--- config.mk ---
export PLATFORM = sky130hd
export DESIGN_NAME = irrigation_bus_pulse_transmitter_unit
export DESIGN_NICKNAME = d
export VERILOG_FILES = /design/src/rtl/core/ibpt_pkg.sv /design/src/rtl/core/ibpt_front.sv /design/src/rtl/core/ibpt_queue.sv /design/src/rtl/core/ibpt_engine.sv /design/src/rtl/core/irrigation_bus_pulse_transmitter_unit.sv
export SDC_FILE = /design/constraint.sdc
export NUM_CORES = 1
export LEC_CHECK = 0
export ABC_AREA = 0
export BUFFER_PORTS_ARGS = -buffer_cell sky130_fd_sc_hd__buf_2
export CELL_PAD_IN_SITES_DETAIL_PLACEMENT = 0
export CELL_PAD_IN_SITES_GLOBAL_PLACEMENT = 1
export CORE_MARGIN = 2
export CORE_UTILIZATION = 40
export DETAILED_ROUTE_END_ITERATION = 10
export GPL_ROUTABILITY_DRIVEN = 0
export PLACE_DENSITY_LB_ADDON = 0.1
export SETUP_SLACK_MARGIN = 0.05
export SLEW_MARGIN = 30
export SYNTH_ARGS = -nofsm -noshare
export SYNTH_HDL_FRONTEND = slang
export SYNTH_SLANG_ARGS = --single-unit
--- constraint.sdc ---
create_clock -name clk -period 6.28 [get_ports clk]
set_input_delay 0.942 -clock clk [delete_from_list [all_inputs] [get_ports clk]]
set_output_delay 0.942 -clock clk [all_outputs]
set_load 0.01 [all_outputs]
--- src/rtl/core/ibpt_pkg.sv ---
// Shared types, constants and the frame bit lookup for the bus pulse transmitter.
// No dependencies; the front, queue, engine and top level import it.
package ibpt_pkg;

  localparam int ZONE_FRAME_BITS    = 120;
  localparam int PROGRAM_FRAME_BITS = 56;
  localparam int MAX_ZONE           = 48;
  localparam int MAX_MINUTES        = 240;
  localparam int PROGRAM_COUNT      = 4;

  // frame field positions
  localparam int ZONE_FIELD_BASE = 23;
  localparam int TIME_FIELD_BASE = 31;
  localparam int FIELD_STRIDE    = 13;
  localparam int FIELD_REPEATS   = 6;
  localparam int PROG_FIELD_BASE = 31;

  localparam int TICK_W      = 20;
  localparam int BIT_IDX_W   = 7;
  localparam int CFG_IDX_W   = 3;
  localparam int CFG_DATA_W  = 20;
  localparam int SHORT_REG_W = 16;
  localparam int QUEUE_DEPTH = 2;

  localparam int IN_DATA_W  = 24;
  localparam int IN_USER_W  = 2;
  localparam int OUT_DATA_W = 8;

  typedef enum logic [CFG_IDX_W-1:0] {
    CFG_SHORT   = 3'd0,
    CFG_LONG    = 3'd1,
    CFG_START   = 3'd2,
    CFG_RST_HI  = 3'd3,
    CFG_RST_LO  = 3'd4
  } cfg_idx_t;

  typedef enum logic [1:0] {
    REQ_TICK = 2'd0,
    REQ_ZONE = 2'd1,
    REQ_PROG = 2'd2,
    REQ_NONE = 2'd3
  } req_t;

  typedef enum logic [2:0] {
    ST_OK       = 3'd0,
    ST_BAD_ZONE = 3'd1,
    ST_BAD_TIME = 3'd2,
    ST_BAD_PROG = 3'd3,
    ST_BUSY     = 3'd4
  } status_t;

  // classified command as it travels from front to engine
  typedef struct packed {
    req_t        req;
    status_t     check;
    logic [5:0]  zone_index;
    logic [7:0]  minutes;
    logic [1:0]  prog_index;
  } cmd_t;

  // result beat, line_level in bit 0
  typedef struct packed {
    logic    frame_done;
    status_t status_code;
    logic    status_valid;
    logic    busy_res;
    logic    line_level;
  } result_t;

  function automatic logic frame_bit(input logic                 is_zone,
                                     input logic [BIT_IDX_W-1:0] idx,
                                     input logic [5:0]           zone_index,
                                     input logic [7:0]           minutes,
                                     input logic [1:0]           prog_index);
    logic       bit_v;
    logic [3:0] nib;
    logic [2:0] zoff;
    logic [1:0] toff;
    int         zp;
    int         tp;
    bit_v = 1'b0;
    nib   = 4'd0;
    zoff  = 3'd0;
    toff  = 2'd0;
    zp    = 0;
    tp    = 0;
    if (is_zone) begin
      if (idx >= BIT_IDX_W'(ZONE_FRAME_BITS)) begin
        bit_v = 1'b1;   // trailing one
      end else begin
        for (int k = 0; k < FIELD_REPEATS; k++) begin
          zp = ZONE_FIELD_BASE + FIELD_STRIDE * k;
          tp = TIME_FIELD_BASE + FIELD_STRIDE * k;
          if ((int'(idx) >= zp) && (int'(idx) < zp + 6)) begin
            zoff  = 3'(idx - BIT_IDX_W'(zp));
            bit_v = zone_index[zoff];
          end
          if ((int'(idx) >= tp) && (int'(idx) < tp + 4)) begin
            nib   = (k % 2 == 1) ? minutes[3:0] : minutes[7:4];
            toff  = 2'(idx - BIT_IDX_W'(tp));
            bit_v = nib[toff];
          end
        end
      end
    end else begin
      if (idx == BIT_IDX_W'(PROG_FIELD_BASE)) begin
        bit_v = prog_index[0];
      end else if (idx == BIT_IDX_W'(PROG_FIELD_BASE + 1)) begin
        bit_v = prog_index[1];
      end
    end
    return bit_v;
  endfunction

endpackage

--- src/rtl/core/ibpt_front.sv ---
// Front end: decodes an input beat and range-checks its command fields.
// Depends on ibpt_pkg.
module ibpt_front (
  input  logic [ibpt_pkg::IN_DATA_W-1:0] s_axis_tdata,  // zone, minutes, program
  input  logic [ibpt_pkg::IN_USER_W-1:0] s_axis_tuser,  // req_type
  output ibpt_pkg::cmd_t                 cmd
);
  import ibpt_pkg::*;

  logic [7:0] zone;
  logic [7:0] mins;
  logic [7:0] prog;

  assign zone = s_axis_tdata[7:0];
  assign mins = s_axis_tdata[15:8];
  assign prog = s_axis_tdata[23:16];

  always_comb begin
    cmd.req        = req_t'(s_axis_tuser);
    cmd.check      = ST_OK;
    cmd.zone_index = 6'(zone - 8'd1);
    cmd.minutes    = mins;
    cmd.prog_index = 2'(prog - 8'd1);
    case (cmd.req)
      REQ_ZONE: begin
        // zone checked before time
        if ((zone == 8'd0) || (zone > 8'(MAX_ZONE))) begin
          cmd.check = ST_BAD_ZONE;
        end else if (mins > 8'(MAX_MINUTES)) begin
          cmd.check = ST_BAD_TIME;
        end
      end
      REQ_PROG: begin
        if ((prog == 8'd0) || (prog > 8'(PROGRAM_COUNT))) begin
          cmd.check = ST_BAD_PROG;
        end
      end
      default: ;
    endcase
  end

endmodule

--- src/rtl/core/ibpt_queue.sv ---
// Two-entry queue of classified commands between front end and engine.
// Depends on ibpt_pkg.
module ibpt_queue (
  input  logic           clk,
  input  logic           rst,
  input  logic           push,
  input  ibpt_pkg::cmd_t push_data,
  output logic           full,
  input  logic           pop,
  output ibpt_pkg::cmd_t pop_data,
  output logic           empty
);
  import ibpt_pkg::*;

  localparam int PTR_W = (QUEUE_DEPTH > 1) ? $clog2(QUEUE_DEPTH) : 1;
  localparam int CNT_W = $clog2(QUEUE_DEPTH + 1);

  cmd_t             entries [QUEUE_DEPTH];
  logic [PTR_W-1:0] wr_ptr;
  logic [PTR_W-1:0] rd_ptr;
  logic [CNT_W-1:0] count;

  assign full     = (count == CNT_W'(QUEUE_DEPTH));
  assign empty    = (count == '0);
  assign pop_data = entries[rd_ptr];

  always_ff @(posedge clk) begin
    if (push) begin
      entries[wr_ptr] <= push_data;
    end
  end

  always_ff @(posedge clk) begin
    if (rst) begin
      wr_ptr <= '0;
      rd_ptr <= '0;
      count  <= '0;
    end else begin
      if (push) begin
        wr_ptr <= (wr_ptr == PTR_W'(QUEUE_DEPTH - 1)) ? '0 : wr_ptr + 1'b1;
      end
      if (pop) begin
        rd_ptr <= (rd_ptr == PTR_W'(QUEUE_DEPTH - 1)) ? '0 : rd_ptr + 1'b1;
      end
      case ({push, pop})
        2'b10:   count <= count + 1'b1;
        2'b01:   count <= count - 1'b1;
        default: ;
      endcase
    end
  end

endmodule

--- src/rtl/core/ibpt_engine.sv ---
// Back end: timing registers, frame sequencer and the output register.
// Depends on ibpt_pkg; fed by ibpt_queue.
module ibpt_engine (
  input  logic                            clk,
  input  logic                            rst,
  input  logic                            cfg_we,
  input  logic [ibpt_pkg::CFG_IDX_W-1:0]  cfg_index,
  input  logic [ibpt_pkg::CFG_DATA_W-1:0] cfg_data,
  input  ibpt_pkg::cmd_t                  cmd,
  input  logic                            cmd_valid,
  output logic                            cmd_pop,
  output logic                            m_axis_tvalid,
  input  logic                            m_axis_tready,
  output logic [ibpt_pkg::OUT_DATA_W-1:0] m_axis_tdata
);
  import ibpt_pkg::*;

  typedef enum logic [6:0] {
    PH_IDLE     = 7'b0000001,
    PH_RST_HI   = 7'b0000010,
    PH_RST_LO   = 7'b0000100,
    PH_START_HI = 7'b0001000,
    PH_START_LO = 7'b0010000,
    PH_BIT_HI   = 7'b0100000,
    PH_BIT_LO   = 7'b1000000
  } phase_t;

  localparam logic [BIT_IDX_W-1:0] ZONE_TOTAL = BIT_IDX_W'(ZONE_FRAME_BITS + 1);
  localparam logic [BIT_IDX_W-1:0] PROG_TOTAL = BIT_IDX_W'(PROGRAM_FRAME_BITS);

  logic [SHORT_REG_W-1:0] short_ticks;
  logic [SHORT_REG_W-1:0] long_ticks;
  logic [SHORT_REG_W-1:0] start_ticks;
  logic [TICK_W-1:0]      reset_high_ticks;
  logic [TICK_W-1:0]      reset_low_ticks;

  phase_t                 phase, phase_next;
  logic [TICK_W-1:0]      tick_count, tick_count_next;
  logic [BIT_IDX_W-1:0]   bit_index, bit_index_next;
  logic                   frame_is_zone, frame_is_zone_next;
  logic [5:0]             zone_index, zone_index_next;
  logic [7:0]             minutes_held, minutes_held_next;
  logic [1:0]             program_index, program_index_next;

  logic                   cur_bit;
  logic [TICK_W-1:0]      cur_len;
  logic [TICK_W-1:0]      tick_inc;
  logic [BIT_IDX_W-1:0]   bit_inc;
  logic [BIT_IDX_W-1:0]   total;
  logic                   do_step;
  result_t                res_next;
  result_t                result;

  assign do_step       = cmd_valid && (!m_axis_tvalid || m_axis_tready);
  assign cmd_pop       = do_step;
  assign m_axis_tdata  = {1'b0, result};

  // timing registers
  always_ff @(posedge clk) begin
    if (rst) begin
      short_ticks      <= 16'd208;
      long_ticks       <= 16'd1875;
      start_ticks      <= 16'd900;
      reset_high_ticks <= 20'd325000;
      reset_low_ticks  <= 20'd65000;
    end else if (cfg_we) begin
      case (cfg_idx_t'(cfg_index))
        CFG_SHORT:  short_ticks      <= cfg_data[SHORT_REG_W-1:0];
        CFG_LONG:   long_ticks       <= cfg_data[SHORT_REG_W-1:0];
        CFG_START:  start_ticks      <= cfg_data[SHORT_REG_W-1:0];
        CFG_RST_HI: reset_high_ticks <= cfg_data;
        CFG_RST_LO: reset_low_ticks  <= cfg_data;
        default: ;
      endcase
    end
  end

  always_comb begin
    cur_bit = frame_bit(frame_is_zone, bit_index, zone_index, minutes_held, program_index);
    case (phase)
      PH_RST_HI:   cur_len = reset_high_ticks;
      PH_RST_LO:   cur_len = reset_low_ticks;
      PH_START_HI: cur_len = TICK_W'(start_ticks);
      PH_START_LO: cur_len = TICK_W'(short_ticks);
      PH_BIT_HI:   cur_len = TICK_W'(cur_bit ? long_ticks : short_ticks);
      PH_BIT_LO:   cur_len = TICK_W'(cur_bit ? short_ticks : long_ticks);
      default:     cur_len = TICK_W'(1);
    endcase
    tick_inc = tick_count + 1'b1;
    bit_inc  = bit_index + 1'b1;
    total    = frame_is_zone ? ZONE_TOTAL : PROG_TOTAL;

    phase_next         = phase;
    tick_count_next    = tick_count;
    bit_index_next     = bit_index;
    frame_is_zone_next = frame_is_zone;
    zone_index_next    = zone_index;
    minutes_held_next  = minutes_held;
    program_index_next = program_index;
    res_next           = '0;

    case (cmd.req)
      REQ_ZONE, REQ_PROG: begin
        res_next.status_valid = 1'b1;
        if (phase != PH_IDLE) begin
          res_next.status_code = ST_BUSY;
        end else if (cmd.check != ST_OK) begin
          res_next.status_code = cmd.check;
        end else begin
          frame_is_zone_next = (cmd.req == REQ_ZONE);
          if (cmd.req == REQ_ZONE) begin
            zone_index_next   = cmd.zone_index;
            minutes_held_next = cmd.minutes;
          end else begin
            program_index_next = cmd.prog_index;
          end
          phase_next      = PH_RST_HI;
          tick_count_next = '0;
          bit_index_next  = '0;
        end
      end
      REQ_TICK: begin
        if (phase != PH_IDLE) begin
          tick_count_next = tick_inc;
          // a zero length reads as one tick
          if (tick_inc >= cur_len) begin
            tick_count_next = '0;
            case (phase)
              PH_RST_HI:   phase_next = PH_RST_LO;
              PH_RST_LO:   phase_next = PH_START_HI;
              PH_START_HI: phase_next = PH_START_LO;
              PH_START_LO: begin
                phase_next     = PH_BIT_HI;
                bit_index_next = '0;
              end
              PH_BIT_HI:   phase_next = PH_BIT_LO;
              PH_BIT_LO: begin
                if (bit_inc >= total) begin
                  phase_next          = PH_IDLE;
                  bit_index_next      = '0;
                  res_next.frame_done = 1'b1;
                end else begin
                  phase_next     = PH_BIT_HI;
                  bit_index_next = bit_inc;
                end
              end
              default:     phase_next = PH_IDLE;
            endcase
          end
        end
      end
      default: ;
    endcase

    res_next.line_level = (phase_next == PH_RST_HI) || (phase_next == PH_START_HI) ||
                          (phase_next == PH_BIT_HI);
    res_next.busy_res   = (phase_next != PH_IDLE);
  end

  always_ff @(posedge clk) begin
    if (rst) begin
      phase         <= PH_IDLE;
      tick_count    <= '0;
      bit_index     <= '0;
      frame_is_zone <= 1'b0;
      zone_index    <= '0;
      minutes_held  <= '0;
      program_index <= '0;
      m_axis_tvalid <= 1'b0;
    end else begin
      if (do_step) begin
        phase         <= phase_next;
        tick_count    <= tick_count_next;
        bit_index     <= bit_index_next;
        frame_is_zone <= frame_is_zone_next;
        zone_index    <= zone_index_next;
        minutes_held  <= minutes_held_next;
        program_index <= program_index_next;
        m_axis_tvalid <= 1'b1;
      end else if (m_axis_tready) begin
        m_axis_tvalid <= 1'b0;
      end
    end
  end

  always_ff @(posedge clk) begin
    if (do_step) begin
      result <= res_next;
    end
  end

  // a finished frame leaves the line low and idle
  a_done_idle: assert property (@(posedge clk) disable iff (rst)
    (m_axis_tvalid && result.frame_done) |-> (!result.busy_res && !result.line_level))
    else $error("frame_done beat with line still busy");

  // no status code without a command answer
  a_status_clear: assert property (@(posedge clk) disable iff (rst)
    (m_axis_tvalid && !result.status_valid) |-> (result.status_code == ST_OK))
    else $error("status code set without status_valid");

  // the sequencer moves only when a beat is processed
  a_phase_hold: assert property (@(posedge clk) disable iff (rst)
    !do_step |=> $stable(phase) && $stable(tick_count))
    else $error("sequencer advanced without a beat");

endmodule

--- src/rtl/core/irrigation_bus_pulse_transmitter_unit.sv ---
// An accepted beat waits in the queue; the engine then pops it and registers its result beat.
// Throughput: one input beat and one result beat per cycle when not stalled; the queue and
//   output register let either side stall independently, and the sequencer takes one beat a cycle.
// Reset (rst, synchronous, active high): frame idle, line low, queue empty, no result
//   pending, timing registers back to their defaults.
module irrigation_bus_pulse_transmitter_unit (
  input  logic                            clk,
  input  logic                            rst,
  // configuration write port
  input  logic                            cfg_we,
  input  logic [ibpt_pkg::CFG_IDX_W-1:0]  cfg_index,
  input  logic [ibpt_pkg::CFG_DATA_W-1:0] cfg_data,
  // input beats
  input  logic                            s_axis_tvalid,
  output logic                            s_axis_tready,
  // [7:0] zone_number, [15:8] duration_minutes, [23:16] program_number
  input  logic [ibpt_pkg::IN_DATA_W-1:0]  s_axis_tdata,
  // [1:0] req_type
  input  logic [ibpt_pkg::IN_USER_W-1:0]  s_axis_tuser,
  // result beats
  output logic                            m_axis_tvalid,
  input  logic                            m_axis_tready,
  // [0] line_level, [1] busy_res, [2] status_valid, [5:3] status_code,
  // [6] frame_done, [7] zero
  output logic [ibpt_pkg::OUT_DATA_W-1:0] m_axis_tdata
);
  import ibpt_pkg::*;

  cmd_t front_cmd;
  cmd_t queue_cmd;
  logic queue_full;
  logic queue_empty;
  logic queue_pop;
  logic push;

  // front accepts whenever the queue has a free slot
  assign s_axis_tready = !queue_full;
  assign push          = s_axis_tvalid && s_axis_tready;

  // decode and range checks, independent of frame state
  ibpt_front u_front (
    .s_axis_tdata (s_axis_tdata),
    .s_axis_tuser (s_axis_tuser),
    .cmd          (front_cmd)
  );

  ibpt_queue u_queue (
    .clk       (clk),
    .rst       (rst),
    .push      (push),
    .push_data (front_cmd),
    .full      (queue_full),
    .pop       (queue_pop),
    .pop_data  (queue_cmd),
    .empty     (queue_empty)
  );

  // busy check, timer and bit sequencing happen here against the live state
  ibpt_engine u_engine (
    .clk           (clk),
    .rst           (rst),
    .cfg_we        (cfg_we),
    .cfg_index     (cfg_index),
    .cfg_data      (cfg_data),
    .cmd           (queue_cmd),
    .cmd_valid     (!queue_empty),
    .cmd_pop       (queue_pop),
    .m_axis_tvalid (m_axis_tvalid),
    .m_axis_tready (m_axis_tready),
    .m_axis_tdata  (m_axis_tdata)
  );

endmodule
==> impl_results.md <==
- Status: completed
- Clock slew at the register clock pins of the worst setup and hold paths: 80 ps
- ANT nets after route: 0
- Post-synthesis sequential area ratio: 43.8%
- RSZ-0062 raised after global routing: true
- Core Util, Final: 45.4%
- Synth area leader: dfxtp_1
- Avg Cell Area, Syn: 8.89 um2
- Power Density: 293 nW/um2
- Area occupied by multi-input gates: 5110 um2
- CORE AREA: 24200 um2
- Clock skew: 22.2 ps
- GRT Resource Usage Total: 19.9%
- Largest cells by area after synthesis: dfxtp_1 (29%), edfxtp_1 (14%), nand2_1 (8.9%)
- Initial antenna violation count: 0
- Number of global-route vias before repair: 7307
- Most frequent cells in the layout: nand2_1 (233), dfxtp_1 (145), a21oi_1 (97)
- Final HPWL DP: 18000 um
- Combinational cell fraction of total power: 20.8%
- Post-CTS sizing: 0
- Via count: 7975
- Power, Total: 3.22 mW
- Syn Nets: 1201
- Arrival time worst endpoint: 6020 ps
- Storage element area: 4310 um2
- Count of input and output buffers: 62
- Setup TNS Final: 0 ps
- Hold crit path type: flop to flop
- CP Class: flop to flop
- Layout cells sized above 1: 12.2%
- Wire length per cell: 17.2 um
- Commonest non-fill, non-tap cell in the layout: nand2_1
- Fraction of registers with async set/reset: 0%
- Root buffer cell: clkbuf_16
- Global route overflow: 0
- I/O pins: 64
- Crit start category: flop
- Post-Syn Area: 9850 um2
- Final-report hold violation count: 0
- EDFF count, synth: 47
- Gate count of the mapped netlist: 1108
- Largest fanout on the critical path: 16
- Crit path required time: 6530 ps
- Crit path time final: 5770 ps
- Library cells used by synthesis: 69
- WL final: 25400 um
- Lkg Pwr: 4.28 nW
- CTS hold repair buffers: 0
- Max-slew violations: 0
- Largest net degree at the start of global routing: 83
- DIE AREA: 25900 um2
- Drt pass-1 iters: 5
- Clock Tree Buf Depth: 2
- Max-cap violations: 0
- Nets: 1233
- Maximum vdd drop: 0.163 mV
- Tightest Pin Transition: 970 ps
- Total clock sinks: 192
- Vias per cell: 5.40
- Area grow syn2layout: 11.9%
- Drt drc: 0
- First-pass GRT wire length: 41200 um
- CTS buffer count: 17
- Final period util: 91.9%
- DRT iter0 DRCs: 663
- Synth top area share: 29.5%
- Sw power: 1.05 mW
- Die width: 161 um
- Clk_lat worst skew: 450 ps
- Setup Buffers After CTS: 0
- Flop and latch count out of synthesis: 192
- Core Rows: 57
- # fillers: 2415
- Main flop type after synthesis: dfxtp_1
- Diode count: 0
- CP Capture Type: flop
- Warnings from Yosys: 0
- TritonCTS clock tree: yes
- H-tree depth: 4
- Sequential fraction of design power: 45.0%
- Initial Utilization: 40.6%
- Relative slew slack: 35.1%
- Die height: 161 um
- Internal power: 2.17 mW
- Clock power frac: 34.2%
- Final number of setup-violating endpoints: 0
- Peak Freq: 173 MHz
- Sw Share: 32.7%
through the flow:
| stage | area (um2) | setup slack [ps] | hold WS, ps | cells |
|---|---|---|---|---|
| 3_5_place_dp | 10400 | 454 | 447 | 1445 |
| 6_report | 11000 | 509 | 459 | 1477 |
| 2_1_floorplan | 9850 | 663 | 436 | 1108 |
| 4_1_cts | 11000 | 411 | 458 | 1477 |
| 3_3_place_gp | 10400 | 553 | 442 | 1445 |
| 5_1_grt | 11000 | 32.8 | 476 | 1477 |
logic make-up after synthesis:
group,Yosys count,share of synthesized area (%)
and+or+nand+nor,473,23.2
AOI/OAI and AO/OA,231,16.0
DFF,192,43.8
buffers and inverters,105,4.49
adders and majority gates,39,4.96
muxes,35,4.61
xor gates and xnor gates,32,2.85
other,1,0.0381
cell type report:
| type | count | share of cell area [%] |
|---|---|---|
| Clock inverter | 15 | 1.57 |
| Clock buffer | 17 | 3.86 |
| Sequential cell | 192 | 39.2 |
| Inverter | 39 | 1.33 |
| Tap cell | 324 | 3.68 |
| Multi-Input combinational cell | 811 | 46.4 |
| Timing Repair Buffer | 79 | 4.00 |
synthesized netlist by cell type, drive strengths merged (12+ instances only):
library cell / instances
mux2i: 27
xor2: 15
a21oi: 97
edfxtp: 47
inv: 39
a222oi: 16
and3: 18
nand3b: 45
a221oi: 16
a22oi: 12
nor2: 64
buf: 15
dfxtp: 145
nand4: 13
nand3: 22
nor3: 17
a211oi: 21
o21ai: 30
xnor2: 17
clkbuf: 51
ha: 39
nand2: 234
power groups by stage:
stage          clock (mW)  combinational (mW)  sequential [mW]
2_1_floorplan           0               0.454             1.47
4_1_cts              1.13               0.671             1.45
6_report             1.10               0.670             1.45
3_3_place_gp            0               0.670             1.48
5_1_grt              1.18               0.753             1.46
3_5_place_dp            0               0.668             1.48
critical path, stage by stage (launching register included):
cell       delay [ps]
dfxtp_1           330
inv_1             100
ha_1              410
mux4_2            570
a22oi_1           180
o31ai_1            90
a2111o_1          430
a2bb2oi_2         230
mux2_4            440
a221oi_1          300
o21ai_0           120
ha_1              270
nand2b_1          140
a21o_1            170
a21oi_1           150
o211ai_1          190
a211oi_4          400
nor3_1            100
a311o_1           370
or3_1             310
nor4_1            260
state kept, by name, summed over array words and instances, names as in the netlist, named ones only:
name                       count
u_engine.bit_index             7
u_engine.frame_is_zone         1
u_engine.long_ticks           16
u_engine.m_axis_tdata          7
u_engine.m_axis_tvalid         1
u_engine.minutes_held          8
u_engine.phase                 7
u_engine.program_index         2
u_engine.reset_high_ticks     20
u_engine.reset_low_ticks      20
u_engine.short_ticks          16
u_engine.start_ticks          16
u_engine.tick_count           20
u_engine.zone_index            6
u_queue.count                  2
u_queue.entries               40
u_queue.rd_ptr                 1
u_queue.wr_ptr                 1
layer usage:
| metal | vias to the layer above | wire [um] | part of all wire [%] | GRT usage [%] |
|---|---|---|---|---|
| met2 | 163 | 10400 | 41 | 27.9 |
| met4 | 0 | 258 | 1.0 | 4.79 |
| met5 | - | 0 | 0 | 0 |
| met3 | 19 | 876 | 3.4 | 2.71 |
| met1 | 3762 | 13800 | 54 | 32.0 |
| li1 | 4031 | - | - | - |
worst paths after layout:
kind / from / to / slack [ps] / cells after the start
setup / recovery: u_engine.bit_index[1] / u_engine.m_axis_tdata[0] / 510 / 20
hold / removal: u_engine.long_ticks[5] / u_engine.long_ticks[5] / 460 / 2
setup reg to reg: u_engine.bit_index[1] / u_engine.m_axis_tdata[0] / 510 / 20
hold reg to reg: u_engine.long_ticks[5] / u_engine.long_ticks[5] / 460 / 2
Power figures use the tool's default switching activity.
